## src/sv/slfr_pkg.sv

```systemverilog
// Shared types and constants for the sync/length frame receiver.
`timescale 1ns / 1ps
`default_nettype none

package slfr_pkg;

  localparam int PAYLOAD_BYTES = 32;
  localparam int FRAME_BYTES   = PAYLOAD_BYTES + 4;
  localparam int FRAME_LEN_SAT = (FRAME_BYTES > 63) ? 63 : FRAME_BYTES;

  typedef logic [7:0] byte_t;
  typedef logic [5:0] pos_t;

  // index of the last payload byte; the next byte is the checksum
  localparam pos_t LAST_PAYLOAD = pos_t'(PAYLOAD_BYTES + 2);

  localparam byte_t SYNC_BYTE_RST   = 8'hAA;
  localparam byte_t LENGTH_CODE_RST = 8'h20;

  typedef enum logic [2:0] {
    STEP_SYNC1 = 3'd0,
    STEP_SYNC2 = 3'd1,
    STEP_LEN   = 3'd2,
    STEP_DATA  = 3'd3,
    STEP_SUM   = 3'd4
  } step_t;

  typedef enum logic [1:0] {
    ST_IGNORED = 2'd0,
    ST_STORED  = 2'd1,
    ST_DONE    = 2'd2,
    ST_ABORT   = 2'd3
  } status_t;

  localparam int CFG_IDX_W = 1;

  typedef enum logic [CFG_IDX_W-1:0] {
    CFG_SYNC_BYTE   = 1'b0,
    CFG_LENGTH_CODE = 1'b1
  } cfg_idx_t;

  typedef struct packed {
    byte_t sync_byte;
    byte_t length_code;
  } cfg_t;

  typedef struct packed {
    status_t status;
    pos_t    position;
    byte_t   data_byte;
    pos_t    frame_length;
  } result_t;

endpackage

`default_nettype wire

```

## src/sv/slfr_if.sv

```systemverilog
// Valid/ready channel interfaces for received bytes and parse results.
`timescale 1ns / 1ps
`default_nettype none

interface slfr_in_if;
  logic       valid;
  logic       ready;
  logic [7:0] rx_byte;

  modport source (output valid, output rx_byte, input ready);
  modport sink   (input valid, input rx_byte, output ready);
endinterface

interface slfr_out_if;
  logic       valid;
  logic       ready;
  logic [1:0] status;
  logic [5:0] position;
  logic [7:0] data_byte;
  logic [5:0] frame_length;

  modport source (output valid, output status, output position, output data_byte,
                  output frame_length, input ready);
  modport sink   (input valid, input status, input position, input data_byte,
                  input frame_length, output ready);
endinterface

`default_nettype wire

```

## src/sv/slfr_parser.sv

```systemverilog
// Frame step sequencer: holds step and byte position, classifies each byte.
`timescale 1ns / 1ps
`default_nettype none

module slfr_parser (
  input  wire logic             clk,
  input  wire logic             rst_n,
  input  wire logic             advance,
  input  wire slfr_pkg::byte_t  rx_byte,
  input  wire slfr_pkg::cfg_t   cfg,
  output slfr_pkg::result_t     res
);

  slfr_pkg::step_t step_r, step_nxt;
  slfr_pkg::pos_t  pos_r, pos_nxt;

  logic           sync_hit;
  logic           len_hit;
  slfr_pkg::pos_t pos_inc;
  logic [6:0]     total;

  assign sync_hit = (rx_byte == cfg.sync_byte);
  assign len_hit  = (rx_byte == cfg.length_code);
  assign pos_inc  = pos_r + 6'd1;
  assign total    = {1'b0, pos_r} + 7'd1;

  always_ff @(posedge clk) begin
    if (!rst_n) begin
      step_r <= slfr_pkg::STEP_SYNC1;
      pos_r  <= '0;
    end else begin
      step_r <= step_nxt;
      pos_r  <= pos_nxt;
    end
  end

  // next state
  always_comb begin
    step_nxt = step_r;
    pos_nxt  = pos_r;
    if (advance) begin
      case (step_r)
        slfr_pkg::STEP_SYNC2: begin
          step_nxt = sync_hit ? slfr_pkg::STEP_LEN : slfr_pkg::STEP_SYNC1;
          pos_nxt  = sync_hit ? pos_inc : '0;
        end
        slfr_pkg::STEP_LEN: begin
          step_nxt = len_hit ? slfr_pkg::STEP_DATA : slfr_pkg::STEP_SYNC1;
          pos_nxt  = len_hit ? pos_inc : '0;
        end
        slfr_pkg::STEP_DATA: begin
          if (pos_r >= slfr_pkg::LAST_PAYLOAD) begin
            step_nxt = slfr_pkg::STEP_SUM;
          end
          pos_nxt = pos_inc;
        end
        slfr_pkg::STEP_SUM: begin
          step_nxt = slfr_pkg::STEP_SYNC1;
          pos_nxt  = '0;
        end
        default: begin
          step_nxt = sync_hit ? slfr_pkg::STEP_SYNC2 : slfr_pkg::STEP_SYNC1;
          pos_nxt  = sync_hit ? 6'd1 : 6'd0;
        end
      endcase
    end
  end

  // result for the byte at the input
  always_comb begin
    res.status       = slfr_pkg::ST_IGNORED;
    res.position     = '0;
    res.data_byte    = '0;
    res.frame_length = '0;
    case (step_r)
      slfr_pkg::STEP_SYNC2: begin
        if (sync_hit) begin
          res.status    = slfr_pkg::ST_STORED;
          res.position  = pos_r;
          res.data_byte = rx_byte;
        end else begin
          res.status = slfr_pkg::ST_ABORT;
        end
      end
      slfr_pkg::STEP_LEN: begin
        if (len_hit) begin
          res.status    = slfr_pkg::ST_STORED;
          res.position  = pos_r;
          res.data_byte = rx_byte;
        end else begin
          res.status = slfr_pkg::ST_ABORT;
        end
      end
      slfr_pkg::STEP_DATA: begin
        res.status    = slfr_pkg::ST_STORED;
        res.position  = pos_r;
        res.data_byte = rx_byte;
      end
      slfr_pkg::STEP_SUM: begin
        res.status       = slfr_pkg::ST_DONE;
        res.position     = pos_r;
        res.data_byte    = rx_byte;
        res.frame_length = total[6] ? 6'd63 : total[5:0];
      end
      default: begin
        if (sync_hit) begin
          res.status    = slfr_pkg::ST_STORED;
          res.data_byte = rx_byte;
        end
      end
    endcase
  end

endmodule

`default_nettype wire

```

## src/sv/sync_length_frame_receiver.sv

```systemverilog
// Top level of the sync/length frame receiver.
// Each accepted request's result is captured in the output register and presented on out_req.
// Throughput: one byte per cycle while results are taken; exactly one result per accepted byte.
// in_req.ready is low only while a result sits in the output register unaccepted.
// Reset (rst_n low, synchronous): frame step back to first sync, position 0,
// output register empty, sync_byte = 0xAA, length_code = 0x20.
`timescale 1ns / 1ps
`default_nettype none

module sync_length_frame_receiver (
  input  wire logic                                clk,
  input  wire logic                                rst_n,
  slfr_in_if.sink                                  in_req,
  slfr_out_if.source                               out_req,
  input  wire logic                                cfg_we,
  input  wire logic [slfr_pkg::CFG_IDX_W-1:0]      cfg_addr,
  input  wire logic [7:0]                          cfg_wdata
);

  // configuration registers
  slfr_pkg::cfg_t cfg_r;

  always_ff @(posedge clk) begin
    if (!rst_n) begin
      cfg_r.sync_byte   <= slfr_pkg::SYNC_BYTE_RST;
      cfg_r.length_code <= slfr_pkg::LENGTH_CODE_RST;
    end else if (cfg_we) begin
      case (slfr_pkg::cfg_idx_t'(cfg_addr))
        slfr_pkg::CFG_SYNC_BYTE:   cfg_r.sync_byte   <= cfg_wdata;
        slfr_pkg::CFG_LENGTH_CODE: cfg_r.length_code <= cfg_wdata;
        default: ;
      endcase
    end
  end

  // handshake: output register may refill in the same cycle it drains
  logic in_fire;
  logic out_valid_r;
  slfr_pkg::result_t res;
  slfr_pkg::result_t out_res_r;

  assign in_req.ready = !out_valid_r || out_req.ready;
  assign in_fire      = in_req.valid && in_req.ready;

  // step sequencer; state advances only on an accepted request
  slfr_parser u_parser (
    .clk     (clk),
    .rst_n   (rst_n),
    .advance (in_fire),
    .rx_byte (in_req.rx_byte),
    .cfg     (cfg_r),
    .res     (res)
  );

  always_ff @(posedge clk) begin
    if (!rst_n) begin
      out_valid_r <= 1'b0;
    end else if (in_fire) begin
      out_valid_r <= 1'b1;
    end else if (out_req.ready) begin
      out_valid_r <= 1'b0;
    end
  end

  // payload register, no reset needed
  always_ff @(posedge clk) begin
    if (in_fire) begin
      out_res_r <= res;
    end
  end

  assign out_req.valid        = out_valid_r;
  assign out_req.status       = out_res_r.status;
  assign out_req.position     = out_res_r.position;
  assign out_req.data_byte    = out_res_r.data_byte;
  assign out_req.frame_length = out_res_r.frame_length;

endmodule

`default_nettype wire

```

## src/flat_wrapper.sv

```systemverilog
// flat-port wrapper written by rule: the top's interface ports become plain ports
module sync_length_frame_receiver_flat 
  (clk, rst_n, cfg_we, cfg_addr, cfg_wdata, in_req_valid, in_req_rx_byte, in_req_ready, out_req_valid, out_req_status, out_req_position, out_req_data_byte, out_req_frame_length, out_req_ready);
  slfr_in_if in_req_i ();
  slfr_out_if out_req_i ();
  input  wire logic clk;
  input  wire logic rst_n;
  input  wire logic cfg_we;
  input  wire logic [slfr_pkg::CFG_IDX_W-1:0] cfg_addr;
  input  wire logic [7:0] cfg_wdata;
  input wire logic [$bits(in_req_i.valid)-1:0] in_req_valid;
  input wire logic [$bits(in_req_i.rx_byte)-1:0] in_req_rx_byte;
  output wire logic [$bits(in_req_i.ready)-1:0] in_req_ready;
  output wire logic [$bits(out_req_i.valid)-1:0] out_req_valid;
  output wire logic [$bits(out_req_i.status)-1:0] out_req_status;
  output wire logic [$bits(out_req_i.position)-1:0] out_req_position;
  output wire logic [$bits(out_req_i.data_byte)-1:0] out_req_data_byte;
  output wire logic [$bits(out_req_i.frame_length)-1:0] out_req_frame_length;
  input wire logic [$bits(out_req_i.ready)-1:0] out_req_ready;
  assign in_req_i.valid = in_req_valid;
  assign in_req_i.rx_byte = in_req_rx_byte;
  assign in_req_ready = in_req_i.ready;
  assign out_req_valid = out_req_i.valid;
  assign out_req_status = out_req_i.status;
  assign out_req_position = out_req_i.position;
  assign out_req_data_byte = out_req_i.data_byte;
  assign out_req_frame_length = out_req_i.frame_length;
  assign out_req_i.ready = out_req_ready;
  sync_length_frame_receiver u_core (.clk(clk), .rst_n(rst_n), .in_req(in_req_i), .out_req(out_req_i), .cfg_we(cfg_we), .cfg_addr(cfg_addr), .cfg_wdata(cfg_wdata));
endmodule
```

## config.mk

```make
export PLATFORM = sky130hd
export DESIGN_NAME = sync_length_frame_receiver_flat
export DESIGN_NICKNAME = d
export VERILOG_FILES = /design/src/sv/slfr_pkg.sv /design/src/sv/slfr_if.sv /design/src/sv/slfr_parser.sv /design/src/sv/sync_length_frame_receiver.sv /design/src/flat_wrapper.sv
export SDC_FILE = /design/constraint.sdc
export NUM_CORES = 1
export LEC_CHECK = 0
export BUFFER_PORTS_ARGS = -buffer_cell sky130_fd_sc_hd__clkbuf_2
export CAP_MARGIN = 20
export CORE_ASPECT_RATIO = 0.9
export CORE_MARGIN = 3
export CORE_UTILIZATION = 49
export CTS_CLUSTER_DIAMETER = 200
export DETAILED_ROUTE_END_ITERATION = 8
export HOLD_SLACK_MARGIN = 0.12
export PLACE_DENSITY = 0.85
export RECOVER_POWER = 50
export SLEW_MARGIN = 20
export SYNTH_ARGS = -nofsm -noshare
export SYNTH_HDL_FRONTEND = slang
export SYNTH_SLANG_ARGS = --single-unit
export TNS_END_PERCENT = 5
```

## constraint.sdc

```tcl
create_clock -name clk -period 1.58 [get_ports clk]
set_input_delay 0.079 -clock clk [delete_from_list [all_inputs] [get_ports clk]]
set_output_delay 0.079 -clock clk [all_outputs]
set_load 0.05 [all_outputs]
```

After elaboration in Yosys (flattened, before gate mapping)
Index checks and enable logic that the tools add are counted.
- register bits after elaboration: 48
- input bits: 22
- output and inout bits: 24
- word-level logic and storage cells: 49
- add/sub/neg operators: 2
- $lt $le $gt $ge: 1
- equality and inequality tests: 7
- muxes and demuxes: 21
- bitwise logic cells: 1
- reduce and logical (&&, ||, !) cells: 8
- operator list (operator ; count):
    2-to-1 mux 14 bit ; 2
    case mux 6 bit (4 select lines) ; 1
    case mux 8 bit (3 select lines) ; 1
    2-to-1 mux 6 bit ; 3
    case mux 6 bit (3 select lines) ; 1
    equality test 8 bit ; 2
    case mux 3 bit (4 select lines) ; 1
    2-to-1 mux 2 bit ; 4
    2-to-1 mux 8 bit ; 1
    case mux 2 bit (4 select lines) ; 1
    adder 6 x 1 -> 7 bit (second input constant) ; 1
    adder 6 x 1 -> 6 bit (second input constant) ; 1
    equality test 3 x 2 -> 1 bit (second input constant) ; 2
    >= comparator 6 bit (second input constant) ; 1
    AND reduction 2 bit ; 3
    2-to-1 mux 1 bit ; 5
    equality test 3 x 1 -> 1 bit (second input constant) ; 1
    equality test 3 bit (second input constant) ; 1
    2-to-1 mux 3 bit ; 1
    inequality test 2 bit (second input constant) ; 1
    nonzero test 2 bit ; 1
    OR reduction 2 bit ; 1
    logical AND 1 bit ; 1
    zero test 1 bit ; 1
    2 further kinds ; 2

Depth between registers and ports, before layout
Gate-level depths: netlist (run 1).
- depth after elaboration: 4
- depth in mapped cells: 7
- gate-level depth less buffers: 7

Modules after synthesis
From an unflattened synthesis (run 1), not the netlist that was laid out.
- cells, all modules: 235
- area total of the unflattened synthesis: 2372.3 um^2
- modules (own cells, without submodules) (module ; instances ; cells an instance ; area each (um^2) ; seq. area each (um^2)):
    sync_length_frame_receiver ; 1 ; 97 ; 1362.6 ; 1001.0
    slfr_parser ; 1 ; 138 ; 1009.7 ; 180.2

Worst setup path before layout (run 1)
OpenSTA, ideal clock, no wires.
- path kind: register -> register
- from: register u_core.out_valid_r (netlist: u_core.out_req.valid)
- to: register u_core.u_parser.step_r[1]
- library setup time: 0.119 ns
- arrival: 2.289 ns
- data required time: 1.461 ns
- path slack: -0.828 ns
- stages on the path, launching flop included: 6
- path buffers: 0
- clock period less this slack: 2.408 ns
- path through: dfxtp_1 > nand2b_1 > nand2_1 > inv_1 > o31ai_2 > o221a_2
- longest elaborated chain between the ends: 4
- ends and longest elaborated chain (element ; line ; source):
    start, declared ; sync_length_frame_receiver.sv:38 ; logic out_valid_r;
    start signal, assigned ; sync_length_frame_receiver.sv:57 ; out_valid_r <= 1'b0;
    start signal, assigned ; sync_length_frame_receiver.sv:59 ; out_valid_r <= 1'b1;
    start signal, assigned ; sync_length_frame_receiver.sv:61 ; out_valid_r <= 1'b0;
    zero test 1 bit ; sync_length_frame_receiver.sv:42 ; assign in_req.ready = !out_valid_r || out_req.ready;
    logical OR 1 bit ; sync_length_frame_receiver.sv:42 ;
    via in_req_ready ; flat_wrapper.sv:13 ; output wire logic [$bits(in_req_i.ready)-1:0] in_req_ready;
    logical AND 1 bit ; sync_length_frame_receiver.sv:43 ; assign in_fire = in_req.valid && in_req.ready;
    via u_core.in_fire ; sync_length_frame_receiver.sv:37 ; logic in_fire;
    AND reduction 2 bit (no source line) ; n/a ;
    end signal, assigned ; slfr_parser.sv:29 ; step_r <= slfr_pkg::STEP_SYNC1;
    end signal, assigned ; slfr_parser.sv:32 ; step_r <= step_nxt;
    end, declared ; slfr_parser.sv:14 ; slfr_pkg::step_t step_r, step_nxt;
The timed path passes the listed nets, and every way through them passes these cells.
A chain may end at the register's enable or synchronous reset.

==> metrics.txt, run 1 <==
outcome=finished, violations left; failing checks=setup timing; min setup slack post-route=-0.1941 ns; Clock Path Buffers=2; Hold Crit Start=in_req_rx_byte[2]; fill count=316; die width=77.33 um; DIE AREA=5427 um^2; Final setup viols=24; syn avg cell area=approximately 9.8 um^2; ys async rst share=0%; via count=1924; post-synthesis sequential area ratio=between 50 and 60%; power per cell area=roughly 890 nW/um^2; DRT iter0 DRCs=roughly 210; max_slew headroom=59.93%; CP Launch Type=flop; Comb power frac=roughly 16%; Worst Hold Path EP=u_core.out_req.data_byte[2]; DR pass1 iterations=4; final count of pins violating max slew=0; Worst-Skew Late Latency=approximately 0.30 ns; Sink Count=48; Fmax=0.5637 GHz; Final TNS setup=-3.145 ns; cells after synthesis=230; Worst IR Drop VDD=roughly 0.38 mV; Req. time, crit path=1.75 ns; Pint=between 1.5 and 2 mW; Sw Pwr=approximately 0.69 mW; max_cap viols=0; DRC violations left=0; number of routed nets with antenna violations=0; top cell type's share of synthesized area=between 20 and 30%; Area Growth Syn to Fin=28.78%; first-pass GRT wire length=7.838 mm; crit path time final=~1.8 ns; Post-Syn Nets=254; Final Util=68.15%; Crit path arrival time=slightly below 2 ns; final hold viol count=0; TritonCTS Buffers=5; DR vias/cell=about 5.3; WL final=between 5 and 6 mm; overall routing resource usage=a little under a fifth; CORE AREA=about 4200 um^2; flops & latches, synth=48; row cnt=22; LEAKAGE=around 1.1 nW; Synth area leader=edfxtp_1; Critical Path Sink Type=flop; most frequent cell after synthesis=nand2_1; worst hold path cell count=2; num ports=46; switching share of total power=26.85%; yosys warns=0; Slew @ Worst Pin=between 0.5 and 0.6 ns; clk_skew=roughly 0.009 ns; GP Congestion=slightly above 0.8; initial core utilization=a little over half; cells on worst reg2reg path=6; CP Max Fanout=8; top post-synthesis cells by count=nand2_1, dfxtp_1, a21oi_1, edfxtp_1, nand3_1; ranking of synthesized cells by area=edfxtp_1, dfxtp_1, xor2_1; vias in the first global route=1700; layout cells sized above 1=a little over a quarter; initial antenna violation count=0; global route total overflow=0; Main synth FF type=dfxtp_1; Routed wire per std cell=about 15 um; number of synthesized flops with an enable pin=22; clock share of power=about 30%; RSZ-0062 raised after global routing=yes; largest net degree at the start of global routing=19; HPWL Detailed=roughly 3.4 mm; Die Ht=70.19 um; crit path kind=reg2reg; port bufs=45; Antenna diodes=0; clock root cell=clkbuf_8; worst r2r src=u_core.cfg_r[5]; hold crit path type=in2reg; Tcrit/Tclk final=112.3%; H-tree lvl count=2; mapped cell area=2243 um^2; Seq pwr share=53.9%; synth unique cells=40; CTS tree=built; CTS clk-pin slew, worst paths=0.08 ns; R2R Setup Slk=-0.19 ns; reg-to-reg endpoint=u_core.out_req.data_byte[4]; fin nets=around 320
## worst max path at each step
stage                     depth (start not counted)                     endpoint                 start  slack [ns]
final                                             6  u_core.out_req.data_byte[4]       u_core.cfg_r[5]       -0.19
after global routing                              6  u_core.out_req.data_byte[7]       u_core.cfg_r[5]       -0.32
after CTS                                         7   u_core.out_req.position[1]      u_core.cfg_r[10]       -0.17
after detailed placement                          6  u_core.out_req.data_byte[7]      u_core.cfg_r[10]       -0.15
after global placement                            6  u_core.out_req.data_byte[3]       u_core.cfg_r[5]       -0.12
after floorplan                                   4    u_core.u_parser.step_r[1]  u_core.out_req.valid       -0.07
## registers in the layout, summed over array words and instances, names as in the netlist
signal / flops
u_core.out_req.valid: 1
u_core.out_req.data_byte: 8
u_core.out_req.status: 2
u_core.out_req.position: 6
u_core.out_req.frame_length: 6
u_core.cfg_r: 16
u_core.u_parser.pos_r: 6
u_core.u_parser.step_r: 3
## layout by cell type, fill, tap and decap left out, drive strengths merged, types with 4 or more instances in the layout
master	instances
and2	8
xor2	17
a21oi	24
buf	20
nor4	6
dlygate4sd3	10
o21ai	4
dfxtp	26
nand3	20
nor2b	6
edfxtp	22
nand2	33
clkbuf	53
inv	7
nand2b	6
nor2	10
## per-stage QoR
stage / setup slack (ns) / instances / power, mW / hold WS [ns] / cell area [um^2]
3_3_place_gp: -0.1179 / 341 / 1.805 / 0.3093 / 2661
2_1_floorplan: -0.06551 / 230 / 1.695 / 0.1981 / 2267
4_1_cts: -0.1736 / 360 / 2.582 / 0.1211 / 2880
6_report: -0.1941 / 360 / 2.583 / 0.1235 / 2889
3_5_place_dp: -0.1496 / 341 / 1.814 / 0.3232 / 2661
5_1_grt: -0.3215 / 360 / 2.665 / 0.1430 / 2889
## kinds of logic after synthesis
logic type,synth area share [%]
AND/OR/NAND/NOR,22.70
XOR/XNOR,7.027
adder cells (fa/ha/maj),1.561
buffers and inverters,3.513
AO/OA/AOI/OAI,12.55
flip-flops,52.65
## power groups by stage
stage | clock (mW) | sequential [mW] | combinational, mW
2_1_floorplan | 0 | 1.53 | 0.166
3_3_place_gp | 0 | 1.42 | 0.389
3_5_place_dp | 0 | 1.42 | 0.396
4_1_cts | 0.775 | 1.39 | 0.417
5_1_grt | 0.820 | 1.40 | 0.447
6_report | 0.773 | 1.39 | 0.418
## cell type report
| type | count | area, um^2 | area share (%) |
|---|---|---|---|
| flip-flops and latches | 48 | 1191 | 41.23 |
| multi-input cells | 161 | 1042 | 36.08 |
| clock buffers | 8 | 100.1 | 3.465 |
| inverters | 8 | 33.78 | 1.169 |
| well taps | 60 | 75.07 | 2.599 |
| repair buffers | 75 | 446.7 | 15.46 |
## critical path, cell delays in order, from the launching register on
cell,delay (ns)
dfxtp_2,0.33
xor2_1,0.17
nor4_2,0.34
nand2_1,0.16
a22o_1,0.21
a22oi_2,0.26
and2_1,0.17
## metal layers
metal	track usage, %	up-vias	routed length, um
li1	-	944	-
met1	23.14	908	2195
met2	29.82	63	2636
met3	3.737	9	302
met4	7.905	0	89
met5	0	-	0
## timing repair
action | in CTS | in global routing
hold buffers | 10 | 0
pin swaps | 8 | 10
setup endpoints to repair | 22 | 30
setup buffers | 1 | 0
resized for setup | 5 | 14
endpoints found under the hold margin | 17 | 0
Power figures use the tool's default switching activity.
==> inputs of run 2 (changes only) <==
Settings changed: RECOVER_POWER 50 to unset.
==> run 2 against run 1 <==
  * The run still ends with setup timing left
  * Critical path depth did not move
  * Sequential share of layout area fell by 0.46 points
  * Flip-flop and latch count did not move
  * Register-to-register slack barely moved
  * Die area did not move
  * Final area rose by 1.1%
  * Critical endpoint unchanged
  * Sequential power barely moved
  * Worst setup slack improved by 0.00074 ns
  * Clock skew barely moved
  * Cell count did not move
  * Non-clock buffer count did not move
==> metrics.txt, run 2 (synthesis gave the netlist of run 1 again) <==
Finished Cell Area=2922 um^2 (was 2889 um^2); CP Cell Sequence=xor2_1, nor4_2, nand2_1, a22o_1, a22oi_2, and2_1 (unchanged); outcome=finished, violations left (unchanged); crit path kind=reg2reg (unchanged); Pwr Total=2.592 mW (was 2.583 mW); overall routing resource usage=18.17% (unchanged); highest-count cells in the layout ignoring fill and taps=clkbuf_2, nand2_1, a21oi_1, edfxtp_1, dfxtp_1 (was nand2_1, clkbuf_1, a21oi_1, edfxtp_1, dfxtp_1); RSZ-0062 raised after global routing=yes (unchanged); DP Worst Slack=-0.1496 ns (unchanged); CP bufs+invs=0 (unchanged); Clock Path Buffers=2 (unchanged); CP Max Fanout=8 (unchanged); crit-path max cell delay=0.34 ns (about the same); vias in the first global route=1700 (unchanged); Crit path arrival time=1.94 ns (about the same); commonest non-fill, non-tap cell in the layout=clkbuf_2 (was nand2_1); worst hold path cell count=2 (unchanged); die width=77.33 um (unchanged); initial core utilization=52.92% (unchanged); Reg with most FFs=u_core.cfg_r (unchanged); clk_skew=0.009449 ns (was 0.008982 ns); TritonCTS Buffers=5 (unchanged); DIE AREA=5427 um^2 (unchanged); WL final=5.205 mm (was 5.224 mm); number of routed nets with antenna violations=0 (unchanged); row cnt=22 (unchanged); Tcrit/Tclk final=112.2% (was 112.3%); via count=1925 (was 1924); GP Congestion=0.8312 (unchanged); CTS tree=built (unchanged); Worst path slowest cell=nor4_2 (unchanged); Layout Cells excl Fill=360 (unchanged); final hold viol count=0 (unchanged); clock root cell=clkbuf_8 (unchanged); layout cells sized above 1=34.67% (was 26.00%); max FFs per register=16 (unchanged); Worst-Skew Late Latency=0.30 ns (about the same); DR vias/cell=5.347 (was 5.344); num ports=46 (unchanged); crit path time final=1.773 ns (was 1.774 ns); cells on worst reg2reg path=6 (unchanged); fin nets=323 (unchanged); power per cell area=887.1 nW/um^2 (was 894.0 nW/um^2); Routed wire per std cell=14.46 um (was 14.51 um); final count of pins violating max slew=0 (unchanged); DRT iter0 DRCs=185 (was 211); max_slew headroom=61.10% (was 59.93%); CORE AREA=4239 um^2 (unchanged); LEAKAGE=1.192 nW (was 1.113 nW); Req. time, crit path=1.74 ns (was 1.75 ns); CP Launch Type=flop (unchanged); Critical Path Sink Type=flop (unchanged); Slew @ Worst Pin=0.5822 ns (was 0.5998 ns); Worst IR Drop VDD=0.3806 mV (was 0.3795 mV); CP top delay family=simple AND/OR/NAND/NOR gates (unchanged); CTS clk-pin slew, worst paths=0.08 ns (about the same); Fmax=0.5639 GHz (was 0.5637 GHz); WP depth=6 (unchanged); placed instance area=2661 um^2 (unchanged); global route total overflow=0 (unchanged); Antenna diodes=0 (unchanged); H-tree lvl count=2 (unchanged); hold crit path type=in2reg (unchanged); min setup slack post-route=-0.1933 ns (was -0.1941 ns); largest net degree at the start of global routing=19 (unchanged); Sink Count=48 (unchanged); first-pass GRT wire length=7.838 mm (unchanged); HPWL Detailed=3.449 mm (unchanged); failing checks=setup timing (unchanged); initial antenna violation count=0 (unchanged); port bufs=45 (unchanged); placed insts=341 (unchanged); max_cap viols=0 (unchanged); Final setup viols=24 (unchanged); DRC violations left=0 (unchanged); Area Growth Syn to Fin=30.23% (was 28.78%); Die Ht=70.19 um (unchanged); DR pass1 iterations=4 (unchanged); fill count=300 (was 316)
[run 2: final timing paths]
kind,startpoint,end,slack (ns)
max,u_core.cfg_r[5],u_core.out_req.data_byte[4],-0.19
min,in_req_rx_byte[2],u_core.out_req.data_byte[2],0.12
max reg2reg,u_core.cfg_r[5],u_core.out_req.data_byte[4],-0.19
min reg2reg,u_core.cfg_r[10],u_core.cfg_r[10],0.47
[run 2: report_power, final]
part           switching, mW  leakage [nW]  internal, mW  total (mW)
Sequential            0.0329         0.437          1.36        1.39
Clock                  0.373        0.0515         0.399       0.773
Combinational          0.287         0.703         0.140       0.427
[run 2: final cells by class]
class                   instances  area, um^2  area share [%]
clock buffers                   8       100.1           3.426
inverters                       8       33.78           1.156
multi-input cells             161        1042           35.67
flip-flops and latches         48        1191           40.77
well taps                      60       75.07           2.570
repair buffers                 75       479.2           16.40
[run 2: per-stage QoR]
step / util (%) / setup TNS [ns] / hold slack [ns]
after detailed placement: 62.78 / -2.368 / 0.3232
after CTS: 67.95 / -2.827 / 0.1211
after floorplan: - / -0.6761 / 0.1981
after global routing: 68.92 / -5.298 / 0.1430
final: 68.92 / -3.114 / 0.1240
after global placement: 62.78 / -1.650 / 0.3093
[run 2: what timing repair did]
item                                    in CTS  in global routing
resized for setup                            5                 14
endpoints found under the setup margin      22                 30
hold buffers                                10                  0
pin swaps                                    8                 10
setup buffers                                1                  0
endpoints found under the hold margin       17                  0
[run 2: per-layer routing]
| metal | routed length (um) | part of all wire, % | vias to the layer above | GRT usage (%) |
|---|---|---|---|---|
| met5 | 0 | 0 | - | 0 |
| met1 | 2138 | 41 | 891 | 23.14 |
| met3 | 334 | 6.4 | 9 | 3.737 |
| met4 | 90 | 1.7 | 0 | 7.905 |
| li1 | - | - | 950 | - |
| met2 | 2642 | 51 | 75 | 29.82 |
[run 2: worst register-to-register path: stages, from the launching register on]
cell	delay [ns]
dfxtp_2	0.33
xor2_1	0.17
nor4_2	0.34
nand2_1	0.16
a22o_1	0.21
a22oi_2	0.26
and2_1	0.17
==> inputs of run 3 (changes only) <==
Settings changed: CORE_UTILIZATION 49 to 35, PLACE_DENSITY 0.85 to 0.67.
==> run 3 against run 2 <==
  * The run still ends with setup timing left
  * Total power shrank 1.4%
  * Register-to-register slack hardly changed
  * Worst hold slack better by 0.0078 ns
  * Maximum frequency shrank 0.32%
  * Clock skew fell by 0.0062 ns
  * Cell count increased by 7.8%
  * Sequential share of layout area hardly changed
  * Via count is 5.8% lower
  * Critical path depth stayed put
  * First-iteration DRC count down 67%
  * Flip-flop and latch count stayed put
  * Critical path type unchanged
  * Critical endpoint is now u_core.out_req.data_byte[3]
  * Largest power group unchanged
  * Highest routed layer unchanged
==> metrics.txt, run 3 (synthesis gave the netlist of run 1 again) <==
Comb power frac=16.5% (about the same); failing checks=setup timing (unchanged); max FFs per register=16 (unchanged); overall routing resource usage=13.96% (was 18.17%); WL final=4.892 mm (was 5.205 mm); Sink Count=48 (unchanged); # Post-CTS Setup Buffers=0 (was 1); Final Util=47.40% (was 68.92%); min setup slack post-route=-0.1990 ns (was -0.1933 ns); Final TNS setup=-2.765 ns (was -3.114 ns); Finished Cell Area=2914 um^2 (was 2922 um^2); Routed wire per std cell=12.61 um (was 14.46 um); Final setup viols=21 (was 24); Hold Crit Start=in_req_rx_byte[1] (was in_req_rx_byte[2]); TritonCTS Buffers=5 (unchanged); Pwr Total=2.556 mW (was 2.592 mW); Critical Path Sink Type=flop (unchanged); hold crit path type=in2reg (unchanged); Worst IR Drop VDD=0.3382 mV (was 0.3806 mV); global route total overflow=0 (unchanged); number of routed nets with antenna violations=0 (unchanged); max_slew headroom=63.19% (was 61.10%); CP Max Fanout=8 (unchanged); die width=90.39 um (was 77.33 um); clock share of power=29.1% (was 29.8%); num ports=46 (unchanged); Fmax=0.5621 GHz (was 0.5639 GHz); largest net degree at the start of global routing=19 (unchanged); commonest non-fill, non-tap cell in the layout=clkbuf_2 (unchanged); vias in the first global route=1765 (was 1700); Die Ht=81.95 um (was 70.19 um); reg-to-reg endpoint=u_core.out_req.data_byte[3] (was u_core.out_req.data_byte[4]); Worst-Skew Late Latency=0.30 ns (about the same); clock root cell=clkbuf_8 (unchanged); final count of pins violating max slew=0 (unchanged); DIE AREA=7407 um^2 (was 5427 um^2); DRT iter0 DRCs=61 (was 185); HPWL Detailed=3.620 mm (was 3.449 mm); Clock Path Buffers=2 (unchanged); Antenna diodes=0 (unchanged); switching share of total power=27.27% (was 26.75%); CTS clk-pin slew, worst paths=0.08 ns (about the same); H-tree lvl count=2 (unchanged); initial core utilization=36.49% (was 52.92%); GP Congestion=0.8109 (was 0.8312); cells on worst reg2reg path=6 (unchanged); crit path time final=1.779 ns (was 1.773 ns); outcome=finished, violations left (unchanged); LEAKAGE=1.195 nW (was 1.192 nW); Reg with most FFs=u_core.cfg_r (unchanged); CORE AREA=6148 um^2 (was 4239 um^2); highest-count cells in the layout ignoring fill and taps=clkbuf_2, nand2_1, a21oi_1, dfxtp_1, edfxtp_1 (was clkbuf_2, nand2_1, a21oi_1, edfxtp_1, dfxtp_1); fin nets=324 (was 323); RSZ-0062 raised after global routing=yes (unchanged); Pint=1.859 mW (was 1.899 mW); Sw Pwr=0.6970 mW (was 0.6932 mW); layout cells sized above 1=30.56% (was 34.67%); final hold viol count=0 (unchanged); max_cap viols=0 (unchanged); DRC violations left=0 (unchanged); Worst Hold Path EP=u_core.out_req.data_byte[1] (was u_core.out_req.data_byte[2]); Area Growth Syn to Fin=29.89% (was 30.23%); Tcrit/Tclk final=112.6% (was 112.2%); worst r2r src=u_core.cfg_r[6] (was u_core.cfg_r[5]); DR vias/cell=4.673 (was 5.347); Req. time, crit path=1.75 ns (was 1.74 ns); CP Launch Type=flop (unchanged); CTS tree=built (unchanged); Hold WS=0.1318 ns (was 0.1240 ns); via count=1813 (was 1925); Crit path arrival time=1.94 ns (about the same); clk_skew=0.003250 ns (was 0.009449 ns); DR pass1 iterations=4 (unchanged); worst hold path cell count=2 (unchanged); R2R Setup Slk=-0.20 ns (was -0.19 ns); power per cell area=877.1 nW/um^2 (was 887.1 nW/um^2); row cnt=27 (was 22); port bufs=45 (unchanged); Slew @ Worst Pin=0.5510 ns (was 0.5822 ns); initial antenna violation count=0 (unchanged); crit path kind=reg2reg (unchanged); Seq pwr share=54.4% (was 53.7%); placed instance area=2703 um^2 (was 2661 um^2); first-pass GRT wire length=8.300 mm (was 7.838 mm)
-- run 3: metal layers --
layer	wire [um]	vias up	global-route usage, %	part of all wire, %
li1	-	941	-	-
met1	2387	821	18.42	49
met2	2192	45	22.89	45
met3	212	6	2.564	4.3
met4	99	0	5.657	2.0
met5	0	-	0	0
-- run 3: final cells by class --
type                    count  area, um^2
well taps                  87       108.9
multi-input cells         161        1003
repair buffers             76       489.2
fillers                   601        3234
flip-flops and latches     48        1189
inverters                   8       33.78
clock buffers               8       90.09
-- run 3: power by group through the flow --
| stage | clock network, mW | logic, mW | registers (mW) |
|---|---|---|---|
| 6_report | 0.744 | 0.421 | 1.39 |
| 5_1_grt | 0.816 | 0.462 | 1.40 |
| 4_1_cts | 0.774 | 0.423 | 1.39 |
| 3_5_place_dp | 0 | 0.401 | 1.42 |
| 3_3_place_gp | 0 | 0.396 | 1.42 |
| 2_1_floorplan | 0 | 0.166 | 1.53 |
-- run 3: worst max-delay path by stage --
stage	slack, ns	endpoint	cells past startpoint	start
2_1_floorplan	-0.07	u_core.u_parser.step_r[1]	4	u_core.out_req.valid
3_3_place_gp	-0.14	u_core.out_req.data_byte[4]	6	u_core.cfg_r[10]
3_5_place_dp	-0.20	u_core.out_req.data_byte[3]	6	u_core.cfg_r[7]
4_1_cts	-0.20	u_core.out_req.data_byte[3]	6	u_core.cfg_r[7]
5_1_grt	-0.32	u_core.out_req.data_byte[3]	6	u_core.cfg_r[7]
6_report	-0.20	u_core.out_req.data_byte[3]	6	u_core.cfg_r[6]
-- run 3: metrics by stage --
step	worst slack [ns]	instances
2_1_floorplan	-0.06551	230
3_3_place_gp	-0.1427	369
3_5_place_dp	-0.1976	369
4_1_cts	-0.1999	388
5_1_grt	-0.3221	388
6_report	-0.1990	388
-- run 3: repair_timing --
item | 4_1_cts | 5_1_grt
setup endpoints to repair | 22 | 24
hold endpoints to repair | 18 | 0
pin swaps | 10 | 6
hold buffers | 11 | 0
resized for setup | 3 | 3
-- run 3: worst max-delay path, cell delays in order, from the launching register on --
cell and delay [ns]:
dfxtp_1 0.34, xor2_1 0.17, nor4_2 0.30, nand2_1 0.16
a22o_1 0.22, a22oi_2 0.28, and2_1 0.18
